## src/sv/planar_odometry_integrator_core_defines.svh

```systemverilog
// Assertion macros shared by the odometry integrator RTL.
// Depends on nothing; included by the modules that carry assertions.
`ifndef PLANAR_ODOMETRY_INTEGRATOR_CORE_DEFINES_SVH
`define PLANAR_ODOMETRY_INTEGRATOR_CORE_DEFINES_SVH

// Same-cycle implication, disabled during reset.
`define POI_ASSERT_NOW(lbl, clk, rst, ante, cons, msg) \
   lbl: assert property (@(posedge clk) disable iff (rst) (ante) |-> (cons)) \
      else $error(msg);

// Next-cycle implication, disabled during reset.
`define POI_ASSERT_NEXT(lbl, clk, rst, ante, cons, msg) \
   lbl: assert property (@(posedge clk) disable iff (rst) (ante) |=> (cons)) \
      else $error(msg);

`endif

```

## src/sv/poi_pkg.sv

```systemverilog
// Package for the planar odometry integrator: widths, constants, state type, angle table.
// Depends on nothing.
package poi_pkg;

   localparam int POI_CORDIC_STEPS = 20;
   localparam int NUM_W = 56;
   localparam int DEN_W = 26;
   localparam int MC_W = 40;
   localparam int MP_W = 30;
   localparam int ACC_W = 72;
   localparam int VEC_W = 36;
   localparam int ANG_W = 34;

   localparam logic [DEN_W-1:0] DIV_MICRO = 26'd1000000;
   localparam logic [DEN_W-1:0] DIV_POS = 26'd65536000;
   localparam logic [DEN_W-1:0] DIV_TURN = 26'd6283185;
   localparam logic signed [NUM_W-1:0] ROUND_MICRO = 56'sd500000;
   localparam logic signed [NUM_W-1:0] ROUND_POS = 56'sd32768000;
   localparam logic signed [NUM_W-1:0] HALF_TURN = 56'sd3141593;
   localparam logic signed [ANG_W-1:0] PI_Q30 = 34'sd3373259426;
   localparam logic signed [ANG_W-1:0] HALF_PI_Q30 = 34'sd1686629713;
   localparam logic [MP_W-1:0] GAIN_Q30 = 30'd652032874;

   typedef enum logic [3:0] {
      S_IDLE, S_DIV_ANG, S_CORDIC, S_MUL_GX, S_MUL_GY, S_MUL_PX, S_DIV_PX,
      S_MUL_PY, S_DIV_PY, S_MUL_YAW, S_DIV_HD, S_DIV_WRAP, S_OUT
   } state_type;

   function automatic logic [29:0] atan_q30(input logic [4:0] idx);
      logic [29:0] v;
      unique case (idx)
         5'd0: v = 30'd843314856;
         5'd1: v = 30'd497837829;
         5'd2: v = 30'd263043836;
         5'd3: v = 30'd133525158;
         5'd4: v = 30'd67021686;
         5'd5: v = 30'd33543515;
         5'd6: v = 30'd16775850;
         5'd7: v = 30'd8388437;
         5'd8: v = 30'd4194282;
         5'd9: v = 30'd2097149;
         5'd10: v = 30'd1048575;
         5'd11: v = 30'd524287;
         5'd12: v = 30'd262143;
         5'd13: v = 30'd131071;
         5'd14: v = 30'd65535;
         5'd15: v = 30'd32767;
         5'd16: v = 30'd16383;
         5'd17: v = 30'd8191;
         5'd18: v = 30'd4095;
         5'd19: v = 30'd2047;
         5'd20: v = 30'd1023;
         5'd21: v = 30'd511;
         5'd22: v = 30'd255;
         5'd23: v = 30'd127;
         5'd24: v = 30'd63;
         5'd25: v = 30'd31;
         5'd26: v = 30'd15;
         5'd27: v = 30'd7;
         5'd28: v = 30'd3;
         5'd29: v = 30'd1;
         default: v = 30'd0;
      endcase
      return v;
   endfunction

endpackage

```

## src/sv/poi_div.sv

```systemverilog
// Bit-serial restoring divider: signed numerator, positive divisor, floor quotient and remainder.
// Depends on poi_pkg.
module poi_div
   import poi_pkg::*;
(
   input  logic                    clock,
   input  logic                    reset,
   input  logic                    start,
   input  logic signed [NUM_W-1:0] num,
   input  logic [DEN_W-1:0]        den,
   output logic                    done,
   output logic signed [NUM_W-1:0] quo,
   output logic [DEN_W-1:0]        rem
);

   localparam int CNT_W = $clog2(NUM_W);

   logic                   busy_ff;
   logic                   done_ff;
   logic [CNT_W-1:0]       cnt_ff;
   logic                   neg_ff;
   logic [DEN_W-1:0]       den_ff;
   logic [DEN_W-1:0]       rem_ff;
   logic [NUM_W-1:0]       quo_ff;
   logic [DEN_W:0]         trial;
   logic [DEN_W:0]         diff;
   logic                   ge;

   assign trial = {rem_ff, quo_ff[NUM_W-1]};
   assign diff = trial - {1'b0, den_ff};
   assign ge = trial >= {1'b0, den_ff};

   always_ff @(posedge clock) begin
      if (reset) begin
         busy_ff <= 1'b0;
         done_ff <= 1'b0;
         cnt_ff <= '0;
      end else begin
         done_ff <= busy_ff && (cnt_ff == CNT_W'(NUM_W - 1));
         if (start) begin
            busy_ff <= 1'b1;
            cnt_ff <= '0;
         end else if (busy_ff) begin
            cnt_ff <= cnt_ff + CNT_W'(1);
            if (cnt_ff == CNT_W'(NUM_W - 1)) begin
               busy_ff <= 1'b0;
            end
         end
      end
   end

   always_ff @(posedge clock) begin
      if (start) begin
         neg_ff <= num[NUM_W-1];
         den_ff <= den;
         rem_ff <= '0;
         quo_ff <= num[NUM_W-1] ? ~num : num;
      end else if (busy_ff) begin
         rem_ff <= ge ? diff[DEN_W-1:0] : trial[DEN_W-1:0];
         quo_ff <= {quo_ff[NUM_W-2:0], ge};
      end
   end

   assign done = done_ff;
   assign quo = neg_ff ? $signed(~quo_ff) : $signed(quo_ff);
   assign rem = neg_ff ? den_ff - DEN_W'(1) - rem_ff : rem_ff;

endmodule

```

## src/sv/poi_mul.sv

```systemverilog
// Bit-serial shift-and-add multiplier: signed multiplicand times unsigned multiplier.
// Depends on poi_pkg.
module poi_mul
   import poi_pkg::*;
(
   input  logic                    clock,
   input  logic                    reset,
   input  logic                    start,
   input  logic signed [MC_W-1:0]  mcand,
   input  logic [MP_W-1:0]         mplier,
   output logic                    done,
   output logic signed [ACC_W-1:0] prod
);

   localparam int CNT_W = $clog2(MP_W);

   logic                    busy_ff;
   logic                    done_ff;
   logic [CNT_W-1:0]        cnt_ff;
   logic signed [ACC_W-1:0] mc_ff;
   logic [MP_W-1:0]         mp_ff;
   logic signed [ACC_W-1:0] acc_ff;

   always_ff @(posedge clock) begin
      if (reset) begin
         busy_ff <= 1'b0;
         done_ff <= 1'b0;
         cnt_ff <= '0;
      end else begin
         done_ff <= busy_ff && (cnt_ff == CNT_W'(MP_W - 1));
         if (start) begin
            busy_ff <= 1'b1;
            cnt_ff <= '0;
         end else if (busy_ff) begin
            cnt_ff <= cnt_ff + CNT_W'(1);
            if (cnt_ff == CNT_W'(MP_W - 1)) begin
               busy_ff <= 1'b0;
            end
         end
      end
   end

   always_ff @(posedge clock) begin
      if (start) begin
         mc_ff <= ACC_W'(mcand);
         mp_ff <= mplier;
         acc_ff <= '0;
      end else if (busy_ff) begin
         if (mp_ff[0]) begin
            acc_ff <= acc_ff + mc_ff;
         end
         mc_ff <= mc_ff <<< 1;
         mp_ff <= mp_ff >> 1;
      end
   end

   assign done = done_ff;
   assign prod = acc_ff;

endmodule

```

## src/sv/planar_odometry_integrator_core.sv

```systemverilog
// Top level of the planar odometry integrator: sequencer, CORDIC rotation and pose registers.
// Depends on poi_pkg, poi_div, poi_mul and the assertion macro header.
//
//   Channel   Direction  Handshake             Words
//   req_      in         req_tvalid/tready     body velocities, yaw rate, elapsed time
//   rsp_      out        rsp_tvalid/tready     position x, position y, heading
//   csr_      in         csr_valid/ready       enable bit
//
// An enabled word runs through the shared bit-serial divider (five divisions) and
// multiplier (five products) and the CORDIC steps; a new word is accepted only in the idle
// state, so its result is loaded into the result register before the next acceptance.
// A disabled word goes from acceptance to the output state and then into the result register.
// Reset is synchronous and clears the pose, the enable bit and all handshakes.
// A new word is taken while the previous result waits; the sequencer stalls only before
// it would overwrite a result that has not yet been taken.
`include "planar_odometry_integrator_core_defines.svh"
module planar_odometry_integrator_core
   import poi_pkg::*;
#(
   parameter int CORDIC_STEPS = POI_CORDIC_STEPS
)
(
   input  logic         clock,
   input  logic         reset,
   input  logic         req_tvalid,
   output logic         req_tready,
   // vel_x_mm_s[15:0], vel_y_mm_s[31:16], yaw_rate_urad_s[58:32], elapsed_us[78:59], pad
   input  logic [79:0]  req_tdata,
   output logic         rsp_tvalid,
   input  logic         rsp_tready,
   // pos_x_um[47:0], pos_y_um[95:48], heading_urad[118:96], pad
   output logic [119:0] rsp_tdata,
   input  logic         csr_valid,
   output logic         csr_ready,
   input  logic         csr_data
);

   localparam int STEP_W = $clog2(CORDIC_STEPS + 1);

   state_type               state_ff;
   state_type               state_in;
   logic                    enable_ff;
   logic signed [15:0]      vx_ff;
   logic signed [15:0]      vy_ff;
   logic signed [26:0]      yaw_ff;
   logic [19:0]             dt_ff;
   logic signed [47:0]      pos_x_ff;
   logic signed [47:0]      pos_y_ff;
   logic signed [22:0]      heading_ff;
   logic signed [VEC_W-1:0] cx_ff;
   logic signed [VEC_W-1:0] cy_ff;
   logic signed [ANG_W-1:0] ca_ff;
   logic [STEP_W-1:0]       step_ff;
   logic signed [VEC_W-1:0] xg_ff;
   logic signed [VEC_W-1:0] yg_ff;
   logic                    rsp_tvalid_ff;
   logic [119:0]            rsp_tdata_ff;

   logic                    req_accept;
   logic                    rsp_load;
   logic                    div_start;
   logic signed [NUM_W-1:0] div_num;
   logic [DEN_W-1:0]        div_den;
   logic                    div_done;
   logic signed [NUM_W-1:0] div_quo;
   logic [DEN_W-1:0]        div_rem;
   logic                    mul_start;
   logic signed [MC_W-1:0]  mul_mcand;
   logic [MP_W-1:0]         mul_mplier;
   logic                    mul_done;
   logic signed [ACC_W-1:0] mul_prod;

   logic signed [ANG_W-1:0] ang0;
   logic signed [VEC_W-1:0] vx0;
   logic signed [VEC_W-1:0] vy0;
   logic signed [VEC_W-1:0] xs;
   logic signed [VEC_W-1:0] ys;
   logic signed [ANG_W-1:0] atan_ext;

   assign req_tready = (state_ff == S_IDLE);
   assign req_accept = req_tvalid && req_tready;
   assign csr_ready = 1'b1;
   assign rsp_load = (state_ff == S_OUT) && (!rsp_tvalid_ff || rsp_tready);
   assign rsp_tvalid = rsp_tvalid_ff;
   assign rsp_tdata = rsp_tdata_ff;

   poi_div u_div (
      .clock (clock),
      .reset (reset),
      .start (div_start),
      .num   (div_num),
      .den   (div_den),
      .done  (div_done),
      .quo   (div_quo),
      .rem   (div_rem)
   );

   poi_mul u_mul (
      .clock  (clock),
      .reset  (reset),
      .start  (mul_start),
      .mcand  (mul_mcand),
      .mplier (mul_mplier),
      .done   (mul_done),
      .prod   (mul_prod)
   );

   always_comb begin
      state_in = state_ff;
      unique case (state_ff)
         S_IDLE: begin
            if (req_accept) begin
               state_in = enable_ff ? S_DIV_ANG : S_OUT;
            end
         end
         S_DIV_ANG:  if (div_done) state_in = S_CORDIC;
         S_CORDIC:   if (step_ff == STEP_W'(CORDIC_STEPS)) state_in = S_MUL_GX;
         S_MUL_GX:   if (mul_done) state_in = S_MUL_GY;
         S_MUL_GY:   if (mul_done) state_in = S_MUL_PX;
         S_MUL_PX:   if (mul_done) state_in = S_DIV_PX;
         S_DIV_PX:   if (div_done) state_in = S_MUL_PY;
         S_MUL_PY:   if (mul_done) state_in = S_DIV_PY;
         S_DIV_PY:   if (div_done) state_in = S_MUL_YAW;
         S_MUL_YAW:  if (mul_done) state_in = S_DIV_HD;
         S_DIV_HD:   if (div_done) state_in = S_DIV_WRAP;
         S_DIV_WRAP: if (div_done) state_in = S_OUT;
         S_OUT:      if (rsp_load) state_in = S_IDLE;
         default:    state_in = S_IDLE;
      endcase
   end

   always_comb begin
      div_start = 1'b0;
      div_num = '0;
      div_den = DIV_MICRO;
      mul_start = 1'b0;
      mul_mcand = '0;
      mul_mplier = '0;
      unique case (state_ff)
         S_IDLE: begin
            div_start = req_accept && enable_ff;
            div_num = {{3{heading_ff[22]}}, heading_ff, 30'd0} + ROUND_MICRO;
         end
         S_CORDIC: begin
            mul_start = (step_ff == STEP_W'(CORDIC_STEPS));
            mul_mcand = MC_W'(cx_ff);
            mul_mplier = GAIN_Q30;
         end
         S_MUL_GX: begin
            mul_start = mul_done;
            mul_mcand = MC_W'(cy_ff);
            mul_mplier = GAIN_Q30;
         end
         S_MUL_GY: begin
            mul_start = mul_done;
            mul_mcand = MC_W'(xg_ff);
            mul_mplier = MP_W'(dt_ff);
         end
         S_MUL_PX, S_MUL_PY: begin
            div_start = mul_done;
            div_num = mul_prod[NUM_W-1:0] + ROUND_POS;
            div_den = DIV_POS;
         end
         S_DIV_PX: begin
            mul_start = div_done;
            mul_mcand = MC_W'(yg_ff);
            mul_mplier = MP_W'(dt_ff);
         end
         S_DIV_PY: begin
            mul_start = div_done;
            mul_mcand = MC_W'(yaw_ff);
            mul_mplier = MP_W'(dt_ff);
         end
         S_MUL_YAW: begin
            div_start = mul_done;
            div_num = mul_prod[NUM_W-1:0] + ROUND_MICRO;
         end
         S_DIV_HD: begin
            div_start = div_done;
            div_num = NUM_W'(heading_ff) + div_quo + HALF_TURN;
            div_den = DIV_TURN;
         end
         default: begin
         end
      endcase
   end

   assign ang0 = div_quo[ANG_W-1:0];
   assign vx0 = {{(VEC_W-32){vx_ff[15]}}, vx_ff, 16'd0};
   assign vy0 = {{(VEC_W-32){vy_ff[15]}}, vy_ff, 16'd0};
   assign xs = cx_ff >>> step_ff;
   assign ys = cy_ff >>> step_ff;
   assign atan_ext = ANG_W'(atan_q30(5'(step_ff)));

   always_ff @(posedge clock) begin
      if (reset) begin
         state_ff <= S_IDLE;
         enable_ff <= 1'b0;
         pos_x_ff <= '0;
         pos_y_ff <= '0;
         heading_ff <= '0;
         rsp_tvalid_ff <= 1'b0;
      end else begin
         state_ff <= state_in;
         if (csr_valid && csr_ready) begin
            enable_ff <= csr_data;
         end
         if (state_ff == S_DIV_PX && div_done) begin
            pos_x_ff <= pos_x_ff + div_quo[47:0];
         end
         if (state_ff == S_DIV_PY && div_done) begin
            pos_y_ff <= pos_y_ff + div_quo[47:0];
         end
         if (state_ff == S_DIV_WRAP && div_done) begin
            heading_ff <= 23'(div_rem) - 23'(HALF_TURN);
         end
         if (rsp_load) begin
            rsp_tvalid_ff <= 1'b1;
         end else if (rsp_tready) begin
            rsp_tvalid_ff <= 1'b0;
         end
      end
   end

   always_ff @(posedge clock) begin
      if (req_accept) begin
         vx_ff <= req_tdata[15:0];
         vy_ff <= req_tdata[31:16];
         yaw_ff <= req_tdata[58:32];
         dt_ff <= req_tdata[78:59];
      end
      if (state_ff == S_DIV_ANG && div_done) begin
         step_ff <= '0;
         if (ang0 > HALF_PI_Q30) begin
            ca_ff <= ang0 - PI_Q30;
            cx_ff <= -vx0;
            cy_ff <= -vy0;
         end else if (ang0 < -HALF_PI_Q30) begin
            ca_ff <= ang0 + PI_Q30;
            cx_ff <= -vx0;
            cy_ff <= -vy0;
         end else begin
            ca_ff <= ang0;
            cx_ff <= vx0;
            cy_ff <= vy0;
         end
      end else if (state_ff == S_CORDIC && step_ff != STEP_W'(CORDIC_STEPS)) begin
         step_ff <= step_ff + STEP_W'(1);
         if (!ca_ff[ANG_W-1]) begin
            cx_ff <= cx_ff - ys;
            cy_ff <= cy_ff + xs;
            ca_ff <= ca_ff - atan_ext;
         end else begin
            cx_ff <= cx_ff + ys;
            cy_ff <= cy_ff - xs;
            ca_ff <= ca_ff + atan_ext;
         end
      end
      if (state_ff == S_MUL_GX && mul_done) begin
         xg_ff <= mul_prod[VEC_W+29:30];
      end
      if (state_ff == S_MUL_GY && mul_done) begin
         yg_ff <= mul_prod[VEC_W+29:30];
      end
      if (rsp_load) begin
         rsp_tdata_ff <= {1'b0, heading_ff, pos_y_ff, pos_x_ff};
      end
   end

   `POI_ASSERT_NEXT(a_accept_leaves_idle, clock, reset, req_accept, state_ff != S_IDLE,
      "word accepted but sequencer stayed idle")
   `POI_ASSERT_NEXT(a_out_loads, clock, reset, state_ff == S_OUT && !rsp_tvalid_ff,
      rsp_tvalid_ff, "result not presented from output state")
   `POI_ASSERT_NOW(a_heading_range, clock, reset, 1'b1,
      heading_ff >= -23'sd3141593 && heading_ff <= 23'sd3141591, "heading out of range")
   `POI_ASSERT_NOW(a_units_exclusive, clock, reset, div_done, !mul_done,
      "divider and multiplier finished together")

endmodule
```

## config.mk

```make
export PLATFORM = sky130hd
export DESIGN_NAME = planar_odometry_integrator_core
export DESIGN_NICKNAME = d
export VERILOG_FILES = /design/src/sv/poi_pkg.sv /design/src/sv/poi_div.sv /design/src/sv/poi_mul.sv /design/src/sv/planar_odometry_integrator_core.sv
export VERILOG_INCLUDE_DIRS = /design/src /design/src/sv
export SDC_FILE = /design/constraint.sdc
export NUM_CORES = 2
export LEC_CHECK = 0
export ABC_AREA = 1
export ABC_CLOCK_PERIOD_IN_PS = 7500
export BUFFER_PORTS_ARGS = -buffer_cell sky130_fd_sc_hd__buf_2
export CORE_ASPECT_RATIO = 1.25
export CORE_MARGIN = 3
export CORE_UTILIZATION = 55
export CTS_CLUSTER_SIZE = 8
export DETAILED_ROUTE_END_ITERATION = 10
export GPL_TIMING_DRIVEN = 1
export PLACE_DENSITY = 0.79
export RECOVER_POWER = 100
export SYNTH_ARGS = -nofsm -noshare
export SYNTH_HDL_FRONTEND = slang
export SYNTH_SLANG_ARGS = --single-unit
```

## constraint.sdc

```tcl
create_clock -name clock -period 7.5 [get_ports clock]
set_clock_uncertainty 0.05 [all_clocks]
set_input_delay 1.5 -clock clock [delete_from_list [all_inputs] [get_ports clock]]
set_output_delay 1.5 -clock clock [all_outputs]
set_load 0.01 [all_outputs]
```

==> impl_results.md <==
* Status: complete, but fails checks
* Failing checks: max-capacitance violations, max-slew violations
* Initial core utilization at 55.5%
* Clk slew on worst S/H paths at 0.05 ns
* Worst setup EP type: flip-flop
* Startpoint types: flip-flop
* Final WL at 265 mm
* Max VDD drop at 343 uV
* Register area share after synthesis at 30.8%
* Max Root-Sink Buffers at 3
* Io pins at 209
* Adder-Cell Fraction of Synth Area at 8.05%
* Layout Cells excl Fill at 12100
* PostCTS Resize Cnt at 0
* Final setup violation count at 0
* Multi-input logic area at 0.0420 mm^2
* Highest-count cells in the layout ignoring fill and taps: nand2_1 (2488), inv_1 (1278), nor2_1 (1078)
* Post-CTS Hold Buffers at 0
* Worst Path Arrival at 6.94 ns
* Final design utilization at 60.1%
* Sink Count at 801
* Worst reg2reg path depth at 16
* Pwr Total at 31.8 mW
* Commonest non-fill, non-tap cell in the layout: nand2_1
* PwrDens at 423 mW/mm^2
* Worst Path Max Fanout at 60
* Static Leakage at 34.0 nW
* Max-slew violations at 908
* Hold/Removal Path Class: flip-flop to flip-flop
* Post-synthesis cell area at 0.0695 mm^2
* Synth async-reset ratio at 0%
* Antenna violations before repair at 10
* Hold depth at 0
* DRC at 0
* Synth Area in Compound Gates at 17.4%
* GP Congestion at 1.07
* Post-route ant nets at 0
* Multiplexer area fraction after synthesis at 0%
* Final net count at 10900
* Simple logic cell fraction of the synthesized area at 29.8%
* Via/cell ratio at 6.07
* Slowest CP cell: nand3_1
* Hold WS at 0.379 ns
* Max-Slew Margin vs Limit at -126%
* Net Count, Synth at 10800
* Initial DRC count at 8304
* Quantity of I/O buffers inserted on ports at 205
* Count of final hold-check violations at 0
* CP dominant cell by count: inv_1
* Synthesis-stage register bit count at 801
* Yosys Warn Count at 0
* Fraction of layout cells with a size suffix above 1 at 3.74%
* Main combinational cell family by area after synthesis: simple AND/OR/NAND/NOR gates
* GRT Resource Usage Total at 39.2%
* Core area at 0.125 mm^2
* Setup Fix Bufs, Post-CTS at 0
* Critical path cell sequence: inv_1, nor2_1, inv_1, nor2_2, clkbuf_1, inv_1, nand2_1, nand2_1, nand3_1, inv_2, buf_4, nor2_1, buf_4, inv_1, nor2_1, o21ai_0
* CP Class: flip-flop to flip-flop
* Post-synth cell types at 70
* Total of max-cap violations at 19
* Die Ht at 404 um
* Fmax at 152 MHz
* Cts bufs inserted at 113
* Via count at 73600
* DR WL/cell at 21.8 um
* Die X at 324 um
* FILL cells at 12100
* Worst Path Required at 7.87 ns
* DPL Wire Length at 207 mm
* H-tree depth at 3
* Layout area overhead at 8.20%
* 1st-pass router iterations at 9
* Gate Count Post-Synth at 10300
* Fin crit period at 6.57 ns
* Vias in the first global route at 68800
* Worst slew pin tran at 3.38 ns
* CP max stage delay at 1.53 ns
* Total grt overflow at 0
* Placed insts at 11900
* Top_reg_cell synth: edfxtp_1
* Area share of xor/xnor cells in the synthesized design at 5.13%
* Die area at 0.131 mm^2
* First-pass GRT wire length at 396 mm
* TNS Setup at 0 ns
* Final Cycle Share at 87.6%
* Post-synth EDFFs at 534
* Reg area at 0.0214 mm^2
* CTS root buf: clkbuf_16
* Largest net degree at the start of global routing at 120
* Worst-skew pair later-pin latency at 0.80 ns
* CTS tree: built
* RSZ-0062 raised after global routing: false
* Post-Syn Area per Cell at 6.74 um^2
* Cell Rows at 145
==> cell type report <==
| class | instances | share of cell area (%) |
|---|---|---|
| Tap cell | 1617 | 2.69 |
| Timing Repair Buffer | 285 | 1.88 |
| Clock inverter | 11 | 0.329 |
| Multi-Input combinational cell | 7907 | 55.9 |
| Inverter | 1304 | 6.51 |
| Clock buffer | 203 | 4.26 |
| Sequential cell | 801 | 28.4 |
| Antenna cell | 10 | 0.0333 |
==> synth_stat cells (all sizes together), types with 39 or more instances <==
master	n	area [um^2]
buf	71	410
nor4	47	294
o21ai	759	3800
nor2	1092	4120
o21bai	71	533
nand3	981	4920
nor3	141	706
o21a	58	435
dfxtp	267	5350
a221oi	39	342
xor2	257	2320
ha	436	5460
edfxtp	534	16000
a21oi	754	3780
a31oi	127	795
a21o	50	375
inv	1296	4870
or2	51	319
xnor2	131	1240
nand2	2495	9380
clkbuf	232	871
o211ai	83	623
nand4	103	644
==> critical path: cells and delay by family, from the launching register on <==
| family | cells | cell delay, ns |
|---|---|---|
| AO/OA/AOI/OAI | 1 | 0.17 |
| buffers and inverters | 8 | 3.16 |
| flip-flops | 1 | 0.43 |
| AND/OR/NAND/NOR | 7 | 2.29 |
==> worst paths after layout <==
path,from,to,slack (ns)
setup / recovery,state_ff[2]$_SDFFE_PP0P_,u_mul.mp_ff[16]$_DFFE_PP_,0.93
hold reg to reg,heading_ff[6]$_SDFFE_PP0P_,rsp_tdata[102]$_DFFE_PP_,0.38
setup reg to reg,state_ff[2]$_SDFFE_PP0P_,u_mul.mp_ff[16]$_DFFE_PP_,0.93
hold / removal,heading_ff[6]$_SDFFE_PP0P_,rsp_tdata[102]$_DFFE_PP_,0.38
==> layer usage <==
layer / routed length, um / part of all wire, % / global-route usage, % / vias up
li1: - / - / - / 35000
met1: 104000 / 39 / 49.8 / 34200
met2: 119000 / 45 / 62.7 / 3629
met3: 23500 / 8.9 / 6.00 / 800
met4: 18400 / 6.9 / 24.2 / 2
met5: 13 / 0.0049 / 0 / -
==> where the power goes <==
group / switching, mW / internal [mW] / leakage [nW] / total [mW]
registers: 1.31 / 6.11 / 7.07 / 7.42
logic: 13.3 / 6.11 / 25.3 / 19.4
clock network: 2.09 / 2.91 / 1.62 / 5.00
==> flip-flops by register name (all words and copies together) (netlist names), 48 cells and up <==
signal	cells
pos_y_ff	48
pos_x_ff	48
u_div.quo_ff	56
rsp_tdata	119
u_mul.mc_ff	66
u_mul.prod	66
==> stage by stage <==
step	worst slack (ns)	area [um^2]
after detailed placement	1.87	72100
after global placement	1.91	72100
after floorplan	0.379	69500
final	0.928	75200
after global routing	0.576	75200
after CTS	1.83	75500
==> logic make-up (layout without fill, tap and decap cells) <==
kind of cell,after synthesis,after routing
simple gates,4959,4959
fa+ha+maj,443,443
buf+inv,1607,1803
other cells,2,12
compound gates,2115,2115
flops,801,801
xor+xnor,388,388
Note: power is estimated with default switching activity, not from simulation.
